## src/design/spectral_peak_drift_detector_macros.svh

```systemverilog
// Assertion macros for the spectral peak drift detector.
// Included by the top-level module to check its own logic; no other dependencies.
`ifndef SPECTRAL_PEAK_DRIFT_DETECTOR_MACROS_SVH
`define SPECTRAL_PEAK_DRIFT_DETECTOR_MACROS_SVH
`ifndef SYNTHESIS
// Property must hold at every rising clock edge outside reset.
`define SPDD_ASSERT(lbl, clk, rstn, prop) \
	lbl: assert property (@(posedge clk) disable iff (!rstn) (prop)) \
		else $error("spdd check failed");
// Expression must never be true outside reset.
`define SPDD_NEVER(lbl, clk, rstn, expr) \
	lbl: assert property (@(posedge clk) disable iff (!rstn) !(expr)) \
		else $error("spdd forbidden condition");
`else
`define SPDD_ASSERT(lbl, clk, rstn, prop)
`define SPDD_NEVER(lbl, clk, rstn, expr)
`endif
`endif

```

## src/design/spdd_pkg.sv

```systemverilog
// Shared types and constants of the spectral peak drift detector.
// No dependencies.
package spdd_pkg;

	// Request kinds carried on tuser.
	localparam logic CMD_SAMPLE = 1'b0;
	localparam logic CMD_TABLE  = 1'b1;

	// Configuration register indexes.
	localparam logic [1:0] REG_MODE      = 2'd0;
	localparam logic [1:0] REG_THRESHOLD = 2'd1;
	localparam logic [1:0] REG_HALFWIDTH = 2'd2;

	// Search modes.
	localparam logic [1:0] MODE_FULL  = 2'd0;
	localparam logic [1:0] MODE_ALARM = 2'd1;
	localparam logic [1:0] MODE_SCORE = 2'd2;
	localparam logic [1:0] MODE_STEP  = 2'd3;

	// Register widths and reset values.
	localparam int THR_W  = 14;
	localparam int HW_W   = 9;
	localparam int CFG_W  = 14;
	localparam logic [THR_W-1:0] THR_RESET = 14'd1536;
	localparam logic [HW_W-1:0]  HW_RESET  = 9'd15;

	// Field widths.
	localparam int PWR_W    = 16;
	localparam int TIDX_W   = 4;
	localparam int TBIN_W   = 13;
	localparam int PBIN_W   = 10;
	localparam int EXC_W    = 16;
	localparam int SCORE_W  = 9;
	localparam int SCORE_Q_W = 7;
	localparam int TABLE_DEPTH = 16;
	localparam int WIN_W    = 15;

	// Drift scoring constants.
	localparam logic [SCORE_W-1:0] SCORE_LIMIT   = 9'd100;
	localparam logic [SCORE_W-1:0] NO_PEAK_STEP  = 9'd10;
	localparam logic [SCORE_W-1:0] MOVE_STEP     = 9'd1;

	// Running extreme reset values.
	localparam logic signed [PWR_W-1:0] PWR_MOST_POS = 16'sh7FFF;
	localparam logic signed [PWR_W-1:0] PWR_MOST_NEG = 16'sh8000;

	// One result item.
	typedef struct packed {
		logic                  in_band;
		logic [TIDX_W-1:0]     target_index;
		logic [SCORE_W-1:0]    score_value;
		logic [EXC_W-1:0]      excess_db;
		logic [PBIN_W-1:0]     peak_bin;
		logic                  falling_peak;
		logic                  peak_found;
	} result_t;

endpackage

```

## src/design/spdd_ram.sv

```systemverilog
// Generic single-write, single-read synchronous RAM with registered read data.
// No dependencies.
module spdd_ram #(
	parameter int WIDTH = 13,
	parameter int DEPTH = 16
) (
	input  logic                     clk,
	input  logic                     we,
	input  logic [$clog2(DEPTH)-1:0] waddr,
	input  logic [WIDTH-1:0]         wdata,
	input  logic                     re,
	input  logic [$clog2(DEPTH)-1:0] raddr,
	output logic [WIDTH-1:0]         rdata
);

	logic [WIDTH-1:0] mem_q [DEPTH];

	// Write port and registered read port.
	always_ff @(posedge clk) begin
		if (we) begin
			mem_q[waddr] <= wdata;
		end
		if (re) begin
			rdata <= mem_q[raddr];
		end
	end

endmodule

```

## src/design/spectral_peak_drift_detector.sv

```systemverilog
// Channel   Dir  Content (lowest bit first)
// s_*       in   tuser cmd; tlast last_bin; tdata power_db, table_index, table_bin
// m_*       out  tdata peak_found, falling_peak, peak_bin, excess_db, score_value,
//                target_index, in_band
// cfg_*     in   write enable, register index, write data
//
// One request per cycle; each passes through the working stage and a frame
// result then sits in the output register until taken. The target table RAM is
// read as each request enters, so the window is ready when bin 0 is processed.
// Reset clears all control state at once; the table holds garbage until loaded.
// s_tready falls only while a frame-end request waits behind a full output register.
//
// Top level of the spectral peak drift detector.
// Depends on spdd_pkg, spdd_ram and spectral_peak_drift_detector_macros.svh.
`include "spectral_peak_drift_detector_macros.svh"

module spectral_peak_drift_detector #(
	parameter int BINS        = 1024,
	parameter int LAST_TARGET = 10
) (
	input  logic        clk,
	input  logic        arst_n,
	// Input stream.
	input  logic        s_tvalid,
	output logic        s_tready,
	input  logic [39:0] s_tdata,  // power_db[15:0], table_index[19:16], table_bin[32:20]
	input  logic        s_tuser,  // cmd
	input  logic        s_tlast,  // last_bin
	// Result stream.
	output logic        m_tvalid,
	input  logic        m_tready,
	output logic [47:0] m_tdata,  // peak_found[0], falling_peak[1], peak_bin[11:2],
	                              // excess_db[27:12], score_value[36:28],
	                              // target_index[40:37], in_band[41]
	// Configuration writes.
	input  logic        cfg_we,
	input  logic [1:0]  cfg_index,
	input  logic [13:0] cfg_data
);

	localparam int CW = $clog2(BINS);
	localparam logic [CW-1:0] BIN_TOP = CW'(BINS - 1);
	localparam logic signed [spdd_pkg::WIN_W-1:0] WIN_TOP = spdd_pkg::WIN_W'(BINS - 1);
	localparam logic signed [spdd_pkg::WIN_W-1:0] WIN_ONE = 15'sd1;
	localparam logic [spdd_pkg::TIDX_W:0] TGT_LAST = 5'(LAST_TARGET);

	// Configuration registers.
	logic [1:0]                  mode_q;
	logic [spdd_pkg::THR_W-1:0]  thr_q;
	logic [spdd_pkg::HW_W-1:0]   hw_q;

	always_ff @(posedge clk or negedge arst_n) begin
		if (!arst_n) begin
			mode_q <= spdd_pkg::MODE_FULL;
			thr_q  <= spdd_pkg::THR_RESET;
			hw_q   <= spdd_pkg::HW_RESET;
		end else if (cfg_we) begin
			unique case (cfg_index)
				spdd_pkg::REG_MODE:      mode_q <= cfg_data[1:0];
				spdd_pkg::REG_THRESHOLD: thr_q  <= cfg_data[spdd_pkg::THR_W-1:0];
				spdd_pkg::REG_HALFWIDTH: hw_q   <= cfg_data[spdd_pkg::HW_W-1:0];
				default: ;
			endcase
		end
	end

	// Working stage and handshake.
	logic                               valid_s1;
	logic                               cmd_s1;
	logic                               last_s1;
	logic signed [spdd_pkg::PWR_W-1:0]  power_s1;
	logic                               go_s1;
	logic                               emit_s1;
	logic                               accept;

	assign go_s1   = valid_s1 && (cmd_s1 == spdd_pkg::CMD_TABLE || !last_s1 ||
	                              !m_tvalid || m_tready);
	assign emit_s1 = go_s1 && cmd_s1 == spdd_pkg::CMD_SAMPLE && last_s1;
	assign s_tready = !valid_s1 || go_s1;
	assign accept   = s_tvalid && s_tready;

	always_ff @(posedge clk or negedge arst_n) begin
		if (!arst_n) begin
			valid_s1 <= 1'b0;
		end else if (s_tready) begin
			valid_s1 <= s_tvalid;
		end
	end

	always_ff @(posedge clk) begin
		if (accept) begin
			cmd_s1   <= s_tuser;
			last_s1  <= s_tlast;
			power_s1 <= signed'(s_tdata[15:0]);
		end
	end

	// Frame state.
	logic [CW-1:0]                      bin_cnt_q;
	logic [CW-1:0]                      win_low_q;
	logic [CW-1:0]                      win_high_q;
	logic signed [spdd_pkg::PWR_W-1:0]  run_min_q;
	logic signed [spdd_pkg::PWR_W-1:0]  run_max_q;
	logic [CW-1:0]                      max_bin_q;
	logic [CW-1:0]                      prev_peak_q;
	logic [spdd_pkg::SCORE_Q_W-1:0]     score_q;
	logic [spdd_pkg::TIDX_W-1:0]        target_q;

	// Target table: written as a load request enters, read at the target
	// slot that will hold once the working stage has finished this cycle.
	logic [spdd_pkg::TIDX_W-1:0]  target_d;
	logic [spdd_pkg::TBIN_W-1:0]  tbin_rd;

	spdd_ram #(
		.WIDTH(spdd_pkg::TBIN_W),
		.DEPTH(spdd_pkg::TABLE_DEPTH)
	) u_table (
		.clk  (clk),
		.we   (accept && s_tuser == spdd_pkg::CMD_TABLE),
		.waddr(s_tdata[19:16]),
		.wdata(s_tdata[32:20]),
		.re   (accept),
		.raddr(target_d),
		.rdata(tbin_rd)
	);

	// Window from the target centre, clamped into the band (the whole band in full mode).
	logic signed [spdd_pkg::WIN_W-1:0] tgt_c, hw_c, lo_c, hi_c;
	logic [CW-1:0]                     win_low_c, win_high_c;
	logic                              first_bin;

	assign first_bin = bin_cnt_q == '0;

	always_comb begin
		tgt_c = {{(spdd_pkg::WIN_W - spdd_pkg::TBIN_W){tbin_rd[spdd_pkg::TBIN_W-1]}},
		         tbin_rd};
		hw_c  = signed'({{(spdd_pkg::WIN_W - spdd_pkg::HW_W){1'b0}}, hw_q});
		lo_c  = tgt_c - hw_c;
		hi_c  = tgt_c + hw_c;
		if (lo_c < WIN_ONE) begin
			lo_c = WIN_ONE;
		end
		if (hi_c < lo_c) begin
			hi_c = lo_c + WIN_ONE;
		end
		if (hi_c > WIN_TOP) begin
			hi_c = WIN_TOP;
		end
		if (lo_c > hi_c) begin
			lo_c = hi_c - WIN_ONE;
		end
		if (!first_bin) begin
			win_low_c  = win_low_q;
			win_high_c = win_high_q;
		end else if (mode_q == spdd_pkg::MODE_FULL) begin
			win_low_c  = CW'(1);
			win_high_c = BIN_TOP;
		end else begin
			win_low_c  = CW'(lo_c);
			win_high_c = CW'(hi_c);
		end
	end

	// Running extremes; bin 0 is never inside a window.
	logic                               in_win;
	logic signed [spdd_pkg::PWR_W-1:0]  min_n, max_n;
	logic [CW-1:0]                      max_bin_n;

	always_comb begin
		in_win    = !first_bin && bin_cnt_q >= win_low_q && bin_cnt_q < win_high_q;
		min_n     = run_min_q;
		max_n     = run_max_q;
		max_bin_n = max_bin_q;
		if (in_win && power_s1 < run_min_q) begin
			min_n = power_s1;
		end
		if (in_win && power_s1 > run_max_q) begin
			max_n     = power_s1;
			max_bin_n = bin_cnt_q;
		end
	end

	// Frame-end decision and drift score.
	logic signed [spdd_pkg::PWR_W:0]    diff_c, thr_c;
	logic                               peak_c, fall_c;
	logic [spdd_pkg::SCORE_W-1:0]       score_c;
	logic [spdd_pkg::TIDX_W:0]          tgt_step;
	logic [spdd_pkg::TIDX_W-1:0]        target_end;
	logic [CW:0]                        mb_ext, pp_ext;

	always_comb begin
		diff_c   = {max_n[spdd_pkg::PWR_W-1], max_n} - {min_n[spdd_pkg::PWR_W-1], min_n};
		thr_c    = signed'({{(spdd_pkg::PWR_W + 1 - spdd_pkg::THR_W){1'b0}}, thr_q});
		mb_ext   = {1'b0, max_bin_n};
		pp_ext   = {1'b0, prev_peak_q};
		score_c  = {{(spdd_pkg::SCORE_W - spdd_pkg::SCORE_Q_W){1'b0}}, score_q};
		peak_c   = 1'b0;
		fall_c   = 1'b0;
		if (mode_q != spdd_pkg::MODE_FULL) begin
			if (diff_c > thr_c) begin
				peak_c = 1'b1;
				if (mode_q == spdd_pkg::MODE_SCORE || mode_q == spdd_pkg::MODE_STEP) begin
					if (mb_ext + 1'b1 == pp_ext) begin
						score_c = score_c >> 1;
						fall_c  = 1'b1;
					end else if (mb_ext == pp_ext + 1'b1) begin
						score_c = score_c + (score_c << 1);
					end else begin
						score_c = score_c + spdd_pkg::MOVE_STEP;
					end
				end
			end else begin
				score_c = score_c + spdd_pkg::NO_PEAK_STEP;
			end
		end
		target_end = target_q;
		tgt_step   = {1'b0, target_q} + 1'b1;
		if (score_c > spdd_pkg::SCORE_LIMIT) begin
			score_c = '0;
			if (mode_q == spdd_pkg::MODE_STEP) begin
				target_end = (tgt_step > TGT_LAST) ? spdd_pkg::TIDX_W'(1)
				                                   : tgt_step[spdd_pkg::TIDX_W-1:0];
			end
		end
		target_d = (emit_s1) ? target_end : target_q;
	end

	// State update as the working stage completes.
	always_ff @(posedge clk or negedge arst_n) begin
		if (!arst_n) begin
			bin_cnt_q   <= '0;
			win_low_q   <= CW'(1);
			win_high_q  <= BIN_TOP;
			run_min_q   <= spdd_pkg::PWR_MOST_POS;
			run_max_q   <= spdd_pkg::PWR_MOST_NEG;
			max_bin_q   <= '0;
			prev_peak_q <= '0;
			score_q     <= '0;
			target_q    <= spdd_pkg::TIDX_W'(1);
		end else if (go_s1 && cmd_s1 == spdd_pkg::CMD_SAMPLE) begin
			win_low_q  <= win_low_c;
			win_high_q <= win_high_c;
			if (last_s1) begin
				bin_cnt_q <= '0;
				run_min_q <= spdd_pkg::PWR_MOST_POS;
				run_max_q <= spdd_pkg::PWR_MOST_NEG;
				max_bin_q <= '0;
				score_q   <= score_c[spdd_pkg::SCORE_Q_W-1:0];
				target_q  <= target_end;
				if (peak_c && (mode_q == spdd_pkg::MODE_SCORE ||
				               mode_q == spdd_pkg::MODE_STEP)) begin
					prev_peak_q <= max_bin_n;
				end
			end else begin
				if (bin_cnt_q < BIN_TOP) begin
					bin_cnt_q <= bin_cnt_q + 1'b1;
				end
				run_min_q <= min_n;
				run_max_q <= max_n;
				max_bin_q <= max_bin_n;
			end
		end
	end

	// Output register.
	logic                 out_valid_q;
	spdd_pkg::result_t    out_q;

	always_ff @(posedge clk or negedge arst_n) begin
		if (!arst_n) begin
			out_valid_q <= 1'b0;
		end else if (emit_s1) begin
			out_valid_q <= 1'b1;
		end else if (m_tready) begin
			out_valid_q <= 1'b0;
		end
	end

	always_ff @(posedge clk) begin
		if (emit_s1) begin
			out_q.peak_found   <= peak_c;
			out_q.falling_peak <= fall_c;
			out_q.peak_bin     <= spdd_pkg::PBIN_W'(max_bin_n);
			out_q.excess_db    <= (diff_c > 0) ? diff_c[spdd_pkg::EXC_W-1:0] : '0;
			out_q.score_value  <= score_c;
			out_q.target_index <= target_end;
			out_q.in_band      <= {1'b0, win_high_c} > ({1'b0, win_low_c} + 1'b1);
		end
	end

	assign m_tvalid = out_valid_q;
	assign m_tdata  = {6'd0, out_q};

	// Checks on the frame state and the result path.
	`SPDD_ASSERT(a_win_order, clk, arst_n, win_low_q <= win_high_q && win_high_q <= BIN_TOP)
	`SPDD_ASSERT(a_score_range, clk, arst_n, score_q <= spdd_pkg::SCORE_Q_W'(100))
	`SPDD_NEVER(a_target_nonzero, clk, arst_n, target_q == '0)
	`SPDD_ASSERT(a_emit_shows, clk, arst_n, emit_s1 |=> m_tvalid)
	`SPDD_NEVER(a_no_overwrite, clk, arst_n, emit_s1 && m_tvalid && !m_tready)

endmodule
```

## config.mk

```make
export PLATFORM = sky130hd
export DESIGN_NAME = spectral_peak_drift_detector
export DESIGN_NICKNAME = d
export VERILOG_FILES = /design/src/design/spdd_pkg.sv /design/src/design/spdd_ram.sv /design/src/design/spectral_peak_drift_detector.sv
export VERILOG_INCLUDE_DIRS = /design/src /design/src/design
export SDC_FILE = /design/constraint.sdc
export NUM_CORES = 1
export LEC_CHECK = 0
export BUFFER_PORTS_ARGS = -buffer_cell sky130_fd_sc_hd__buf_2
export CORE_MARGIN = 4
export CORE_UTILIZATION = 37
export DETAILED_ROUTE_END_ITERATION = 10
export SLEW_MARGIN = 5
export SYNTH_ARGS = -nofsm -noshare
export SYNTH_HDL_FRONTEND = slang
export SYNTH_HIERARCHICAL = 1
export SYNTH_SLANG_ARGS = --single-unit
```

## constraint.sdc

```tcl
create_clock -name clk -period 30.8 [get_ports clk]
set_input_delay 3.08 -clock clk [delete_from_list [all_inputs] [get_ports clk]]
set_output_delay 3.08 -clock clk [all_outputs]
set_load 0.01 [all_outputs]
```

* Word level (Yosys, flattened, before mapping)
Memory sizes are Yosys's and may differ from the RTL's. A register that Yosys moved wholly into a read port is not among the register bits.
Cells that the tools add are included.
** Storage, ports and cells
- Register bits :: 180
- Bits in writable memories :: 208
- Word-level logic and storage cells :: 125
- Memories kept :: 1
** Cells by class
- $add $sub $neg :: 13
- $lt $le $gt $ge :: 14
- Eq/ne operators :: 6
- Multiplexer cells :: 33
- Bitwise gates (word level) :: 1
- Reductions and logical operators :: 32
** Memories
- u_table.mem_q :: depth 16, bits a word 13, read ports 1, clocked after Yosys merged registers in 1, wr ports 1, line spdd_ram.sv:16 : logic [WIDTH-1:0] mem_q [DEPTH];
** Operator list (count)
- 10-bit two-way mux :: 9
- 16-bit two-way mux :: 4
- 15-bit two-way mux :: 3
- 9-bit two-way mux :: 5
- 10-bit by 1-bit adder with 11-bit output, second input constant :: 3
- 17-bit by 1-bit > comparator with 1-bit output, second input constant :: 1
- 17-bit by 15-bit > comparator with 1-bit output :: 1
- 16-bit by 16-bit subtractor with 17-bit output :: 1
- 16-bit > comparator :: 1
- 16-bit less-than comparator :: 1
- 4-bit two-way mux :: 4
- 15-bit by 2-bit adder with 15-bit output, second input constant :: 1
- 15-bit by 11-bit > comparator with 1-bit output, second input constant :: 1
- 15-bit > comparator :: 1
- 14-bit by 15-bit less-than comparator with 1-bit output :: 1
- 13-bit by 10-bit adder with 14-bit output :: 1
- 14-bit by 2-bit less-than comparator with 1-bit output, second input constant :: 1
- 13-bit by 10-bit subtractor with 14-bit output :: 1
- 10-bit by 11-bit == test with 1-bit output :: 1
- 11-bit by 10-bit == test with 1-bit output :: 1
- 10-bit by 11-bit > comparator with 1-bit output :: 1
- 10-bit by 1-bit adder with 10-bit output, second input constant :: 1
- 10-bit greater-or-equal comparator :: 1
- 1-bit logical AND :: 10
- 21 further kinds :: 44

* Longest topological paths before layout
- Depth after elaboration :: 15
- Mapped depth :: 54
- Gate-level depth less buffers :: 51

* Hierarchy
The synthesis kept the hierarchy.
** Modules (own cells, without submodules)
- spectral_peak_drift_detector :: instances 1, cells each 1646, area each 14772.9 um^2
- spdd_ram :: instances 1, cells each 355, area each 8373.0 um^2

* Least setup slack after synthesis
Ideal clock, no wire load.
- Kind :: register -> register
- From :: register hw_q[1] (netlist bit)
- To :: register out_q, in the netlist m_tdata[41] (data pin)
- Library setup time :: 264 ps
- Arrival time :: 10330 ps
- Required time :: 30536 ps
- Path slack :: 20206 ps
- Cell stages (with the launch flop) :: 51
- Period minus slack after synthesis :: 10594 ps
- Path through :: dfstp_2 -> inv_1 -> ha_1 -> nor2b_1 -> o311ai_1 -> a211oi_1 -> o311a_4 -> and4_1 -> ha_1 -> clkbuf_1 -> a2111oi_2 -> inv_1 -> ha_1 -> a21oi_1 -> and2_1 -> a21boi_0 -> nor4bb_1 -> or4b_1 -> [15 not listed] -> mux2_4 -> a21oi_4 -> ha_1 -> inv_1 -> ha_1 -> nor2b_1 -> o21a_1 -> o21a_1 -> o21ai_0 -> nand2b_1 -> a21oi_1 -> nor2b_1 -> o21ai_0 -> nand2b_1 -> a21oi_1 -> nor2b_1 -> o32ai_1 -> a21oi_1
** Between the ends
- Longest elaborated chain between the ends :: 13
- Elaborated cells between the ends (all ways) :: 18
** RTL lines
- start: declaration :: line spectral_peak_drift_detector.sv:50 : logic [spdd_pkg::HW_W-1:0] hw_q;
- start signal: assignment :: line spectral_peak_drift_detector.sv:56 : hw_q <= spdd_pkg::HW_RESET;
- start signal: assignment :: line spectral_peak_drift_detector.sv:61 : spdd_pkg::REG_HALFWIDTH: hw_q <= cfg_data[spdd_pkg::HW_W-1:0];
- 13-bit by 10-bit subtractor with 14-bit output :: line spectral_peak_drift_detector.sv:138 : lo_c = tgt_c - hw_c;
- 14-bit by 2-bit less-than comparator with 1-bit output :: line spectral_peak_drift_detector.sv:140 : if (lo_c < WIN_ONE) begin
- 15-bit two-way mux :: line spectral_peak_drift_detector.sv:140
- 15-bit by 2-bit adder with 15-bit output or 14-bit by 15-bit less-than comparator with 1-bit output (tied branches) :: line spectral_peak_drift_detector.sv:144, spectral_peak_drift_detector.sv:143
- 15-bit two-way mux :: line spectral_peak_drift_detector.sv:143 : if (hi_c < lo_c) begin
- 15-bit by 11-bit > comparator with 1-bit output :: line spectral_peak_drift_detector.sv:146 : if (hi_c > WIN_TOP) begin
- 15-bit two-way mux :: line spectral_peak_drift_detector.sv:146
- 15-bit > comparator or 10-bit by 2-bit subtractor with 10-bit output (tied branches) :: line spectral_peak_drift_detector.sv:149, spectral_peak_drift_detector.sv:150
- 10-bit two-way mux (*) :: line spectral_peak_drift_detector.sv:149 : if (lo_c > hi_c) begin
- 10-bit two-way mux (*) :: line spectral_peak_drift_detector.sv:155 : end else if (mode_q == spdd_pkg::MODE_FULL) begin
- 10-bit two-way mux (*) :: line spectral_peak_drift_detector.sv:152 : if (!first_bin) begin
- named net win_low_c[0] :: line spectral_peak_drift_detector.sv:129 : logic [CW-1:0] win_low_c, win_high_c;
- 10-bit by 1-bit adder with 11-bit output (*) :: line spectral_peak_drift_detector.sv:287 : out_q.in_band <= {1'b0, win_high_c} > ({1'b0, win_low_c} + 1'b1);
- 10-bit by 11-bit > comparator with 1-bit output (*) :: line spectral_peak_drift_detector.sv:287
- end: declaration :: line spectral_peak_drift_detector.sv:267 : spdd_pkg::result_t out_q;
The timed path passes the listed nets; every way through them passes the cells marked *.
A chain may end at the register's enable or synchronous reset.

* Worst setup path after layout
- From :: register run_min_q[1] (netlist bit)
- To :: register u_table.rdata[6], read port of u_table.mem_q (data pin)
** Between the ends
- Longest elaborated chain between the ends :: 10
** RTL lines
- start: declaration :: line spectral_peak_drift_detector.sv:102 : logic signed [spdd_pkg::PWR_W-1:0] run_min_q;
- start signal: assignment :: line spectral_peak_drift_detector.sv:234 : run_min_q <= spdd_pkg::PWR_MOST_POS;
- start signal: assignment :: line spectral_peak_drift_detector.sv:245 : run_min_q <= spdd_pkg::PWR_MOST_POS;
- start signal: assignment :: line spectral_peak_drift_detector.sv:258 : run_min_q <= min_n;
- 16-bit less-than comparator :: line spectral_peak_drift_detector.sv:174 : if (in_win && power_s1 < run_min_q) begin
- 1-bit logical AND :: line spectral_peak_drift_detector.sv:174
- 16-bit two-way mux (*) :: line spectral_peak_drift_detector.sv:174
- 16-bit by 16-bit subtractor with 17-bit output (*) :: line spectral_peak_drift_detector.sv:192 : diff_c = {max_n[spdd_pkg::PWR_W-1], max_n} - {min_n[spdd_pkg::PWR_W-1], min_n};
- named net diff_c (one bit) :: line spectral_peak_drift_detector.sv:184 : logic signed [spdd_pkg::PWR_W:0] diff_c, thr_c;
- 17-bit by 15-bit > comparator with 1-bit output (*) :: line spectral_peak_drift_detector.sv:200 : if (diff_c > thr_c) begin
- 9-bit two-way mux (*) :: line spectral_peak_drift_detector.sv:200
- 9-bit two-way mux (*) :: line spectral_peak_drift_detector.sv:199 : if (mode_q != spdd_pkg::MODE_FULL) begin
- 9-bit by 7-bit > comparator with 1-bit output (*) :: line spectral_peak_drift_detector.sv:218 : if (score_c > spdd_pkg::SCORE_LIMIT) begin
- 4-bit two-way mux (*) :: line spectral_peak_drift_detector.sv:218
- 4-bit two-way mux (*) :: line spectral_peak_drift_detector.sv:225 : target_d = (emit_s1) ? target_end : target_q;
- named net target_d (one bit) :: line spectral_peak_drift_detector.sv:111 : logic [spdd_pkg::TIDX_W-1:0] target_d;
- end: declaration :: line spdd_ram.sv:13 : output logic [WIDTH-1:0] rdata
Marked as above.

==> results.cfg <==
[clocking]
ctsHtreeMaxLevel = 2
root_buffer = clkbuf_16
worstSkewPairLatency_ns = 0.60
cts_buffers = 44
cts_resized = 0
post_cts_buffers = 0
cts_tree = built
clockBufferDepth = 3
cts_hold_buf = 0
path_clk_slew_ns = 0.06
cts.sinks = 401

[synthesis]
synth_edf_count = 281
synth_seq_cells = 401
synthFlopType = edfxtp_1
ys_types = 104
synth_warnings = 6
synth_area_per_cell_um2 = 11.57
syn_inst = 2001
ys_seq_area_frac = 0.4961
netlist_area_um2 = 23150
ys_async_sr_fraction = 0.2993

[detailed_routing]
routedWlPerCell_um = 18.89
antenna_left = 0
drcViolationCount = 0
routed-via-count = 16100
drt_wl_total_um = 56360
drtPass1Iterations = 5
via_per_inst = 5.399
drt-initial-drc-count = 941

[timing]
max_freq_mhz = 82.91
setup_ws_ns = 18.74
finalHoldViolations = 0
period_needed_ns = 12.06
finalClockSkew_ns = 0.05774
tns_ns = 0
setup_viol = 0
worstMarginPinSlew_ns = 1.044
drv_slew = 0
timing.final.crit_share = 0.3916
rsz0062_at_grt = false
slew_headroom = 0.3038

[floorplanning]
rows = 91
num_io_pins = 113
coreArea_um2 = 61830
die_x_um = 258.1
die_area_um2 = 66620
die_h_um = 258.1
start_util = 0.3744

[run]
maxCapViolations = 0

[power_and_ir_drop]
p_clk_frac = 0.243
p_int_uw = 1308
power.share.sequential = 0.330
p_comb_frac = 0.427
p_per_area_nw_per_um2 = 81.65
ir_worst_vdd_mv = 0.05114
sw_frac_of_total = 0.3856
p_sw_uw = 821.2
power_leakage_uw = 0.01018

[run_status]
outcome = complete, no violations

[global_routing]
overflow = 0
grt_pass1_vias = 16140
grt_usage = 0.1667
grt_pass1_wl_um = 89440
antenna_found_initial = 4
grt_max_degree = 78

[setup_path]
cp_data_arrival_time_ns = 12.38
critPathMaxFanout = 29
path_buf_inv = 3
critPathSlowestCell = mux4_1
cpLargestDelayFamily = compound AO/OA/AOI/OAI gates
setup.worst_path.start_class = flip-flop
slowest_delay_ns = 0.63
end_kind = flip-flop
criticalPathCategory = flip-flop to flip-flop
required_ns = 31.12

[min_path]
hp-class = flip-flop to flip-flop

[place]
post-place-ws_ns = 18.67
io_buffers = 99
dp_cells = 2900
dp_hpwl_um = 40410
place.gp.congestion = 0.8750

[cells_and_area]
layout.nets = 2319
fin_cells = 2983
layout-drive-gt1-share = 0.1711
filler_cell_count = 5726
final_common_cell = edfxtp_1
syn_to_final_growth_pct = 12.69
final_cell_mix = edfxtp_1, nand2_1, inv_1, ha_1, nor2_1
[through the flow]
step	total power (uW)	utilization	cell area, um^2	hold slack, ns
2_1_floorplan	1380	-	23170	0.4498
3_3_place_gp	1591	0.3984	24630	0.4726
3_5_place_dp	1610	0.3984	24630	0.4710
4_1_cts	2137	0.4219	26080	0.4844
5_1_grt	2278	0.4219	26080	0.5176
6_report	2130	0.4219	26080	0.4869
[power by group through the flow]
stage	logic [uW]	registers, uW	clock network [uW]
after floorplan	681	699	0
after CTS	904	702	531
after global placement	881	709	0
after global routing	1020	709	553
final	909	702	518
after detailed placement	898	712	0
[final timing paths]
path	depth (start not counted)	slack [ns]	from	to
setup / recovery	48	18.74	run_min_q[1]	u_table/rdata[6]
hold / removal	2	0.49	win_low_q[9]	win_low_q[9]
setup reg to reg	48	18.74	run_min_q[1]	u_table/rdata[6]
hold reg to reg	2	0.49	win_low_q[9]	win_low_q[9]
max in group asynchronous	2	26.84	arst_n	thr_q[7]
min in group asynchronous	1	2.50	arst_n	prev_peak_q[6]
[cell families after synthesis]
group,Yosys count,synth area share
and+or+nand+nor,566,0.1232
adders and majority gates,148,0.08119
xor gates and xnor gates,99,0.03806
muxes,147,0.09865
AOI/OAI and AO/OA,410,0.1217
DFF,401,0.4961
buffers and inverters,229,0.04092
other,1,0.0001620
[layout make-up]
type / instances / area, um^2 / share of cell area
sequential: 401 / 11480 / 0.4403
multi-input combinational: 1378 / 10780 / 0.4133
clock buffer: 48 / 1147 / 0.04399
tap: 837 / 1047 / 0.04015
timing repair buffer: 133 / 753.2 / 0.02888
inverter: 151 / 566.8 / 0.02173
clock inverter: 34 / 301.5 / 0.01156
antenna: 1 / 2.502 / 0.00009594
[tightest hold or removal path: cells and delay by family, from the launching register on]
family           cells  cell delay, ns
AO/OA/AOI/OAI        1            0.06
AND/OR/NAND/NOR      1            0.05
flip-flops           1            0.34
[layer usage]
metal  GRT usage  wire, um  vias up
met4     0.04220      1201        6
met1      0.2278     25340     7957
li1            -         -     7664
met3     0.02599      2877       87
met5           0        34        -
met2      0.2793     26910      390
[sequential cells by signal (all words and copies together), names as in the netlist, 13 cells and up]
name / flops
m_tdata: 42
power_s1: 16
run_max_q: 16
run_min_q: 16
thr_q: 14
u_table/mem_q: 208
u_table/rdata: 13
[cell usage after synthesis (all sizes together) (49+ instances only)]
library cell | instances | area [um^2]
edfxtp | 281 | 8438
nand2 | 167 | 626.9
inv | 150 | 563.0
ha | 143 | 1789
nor2 | 140 | 549.3
o21ai | 109 | 545.5
dfrtp | 86 | 2152
a21oi | 70 | 361.6
xnor2 | 67 | 586.8
mux4 | 52 | 1261
mux2i | 51 | 523.0
a22oi | 50 | 389.1
clkbuf | 49 | 183.9
Note: power is estimated with default switching activity, not from simulation.
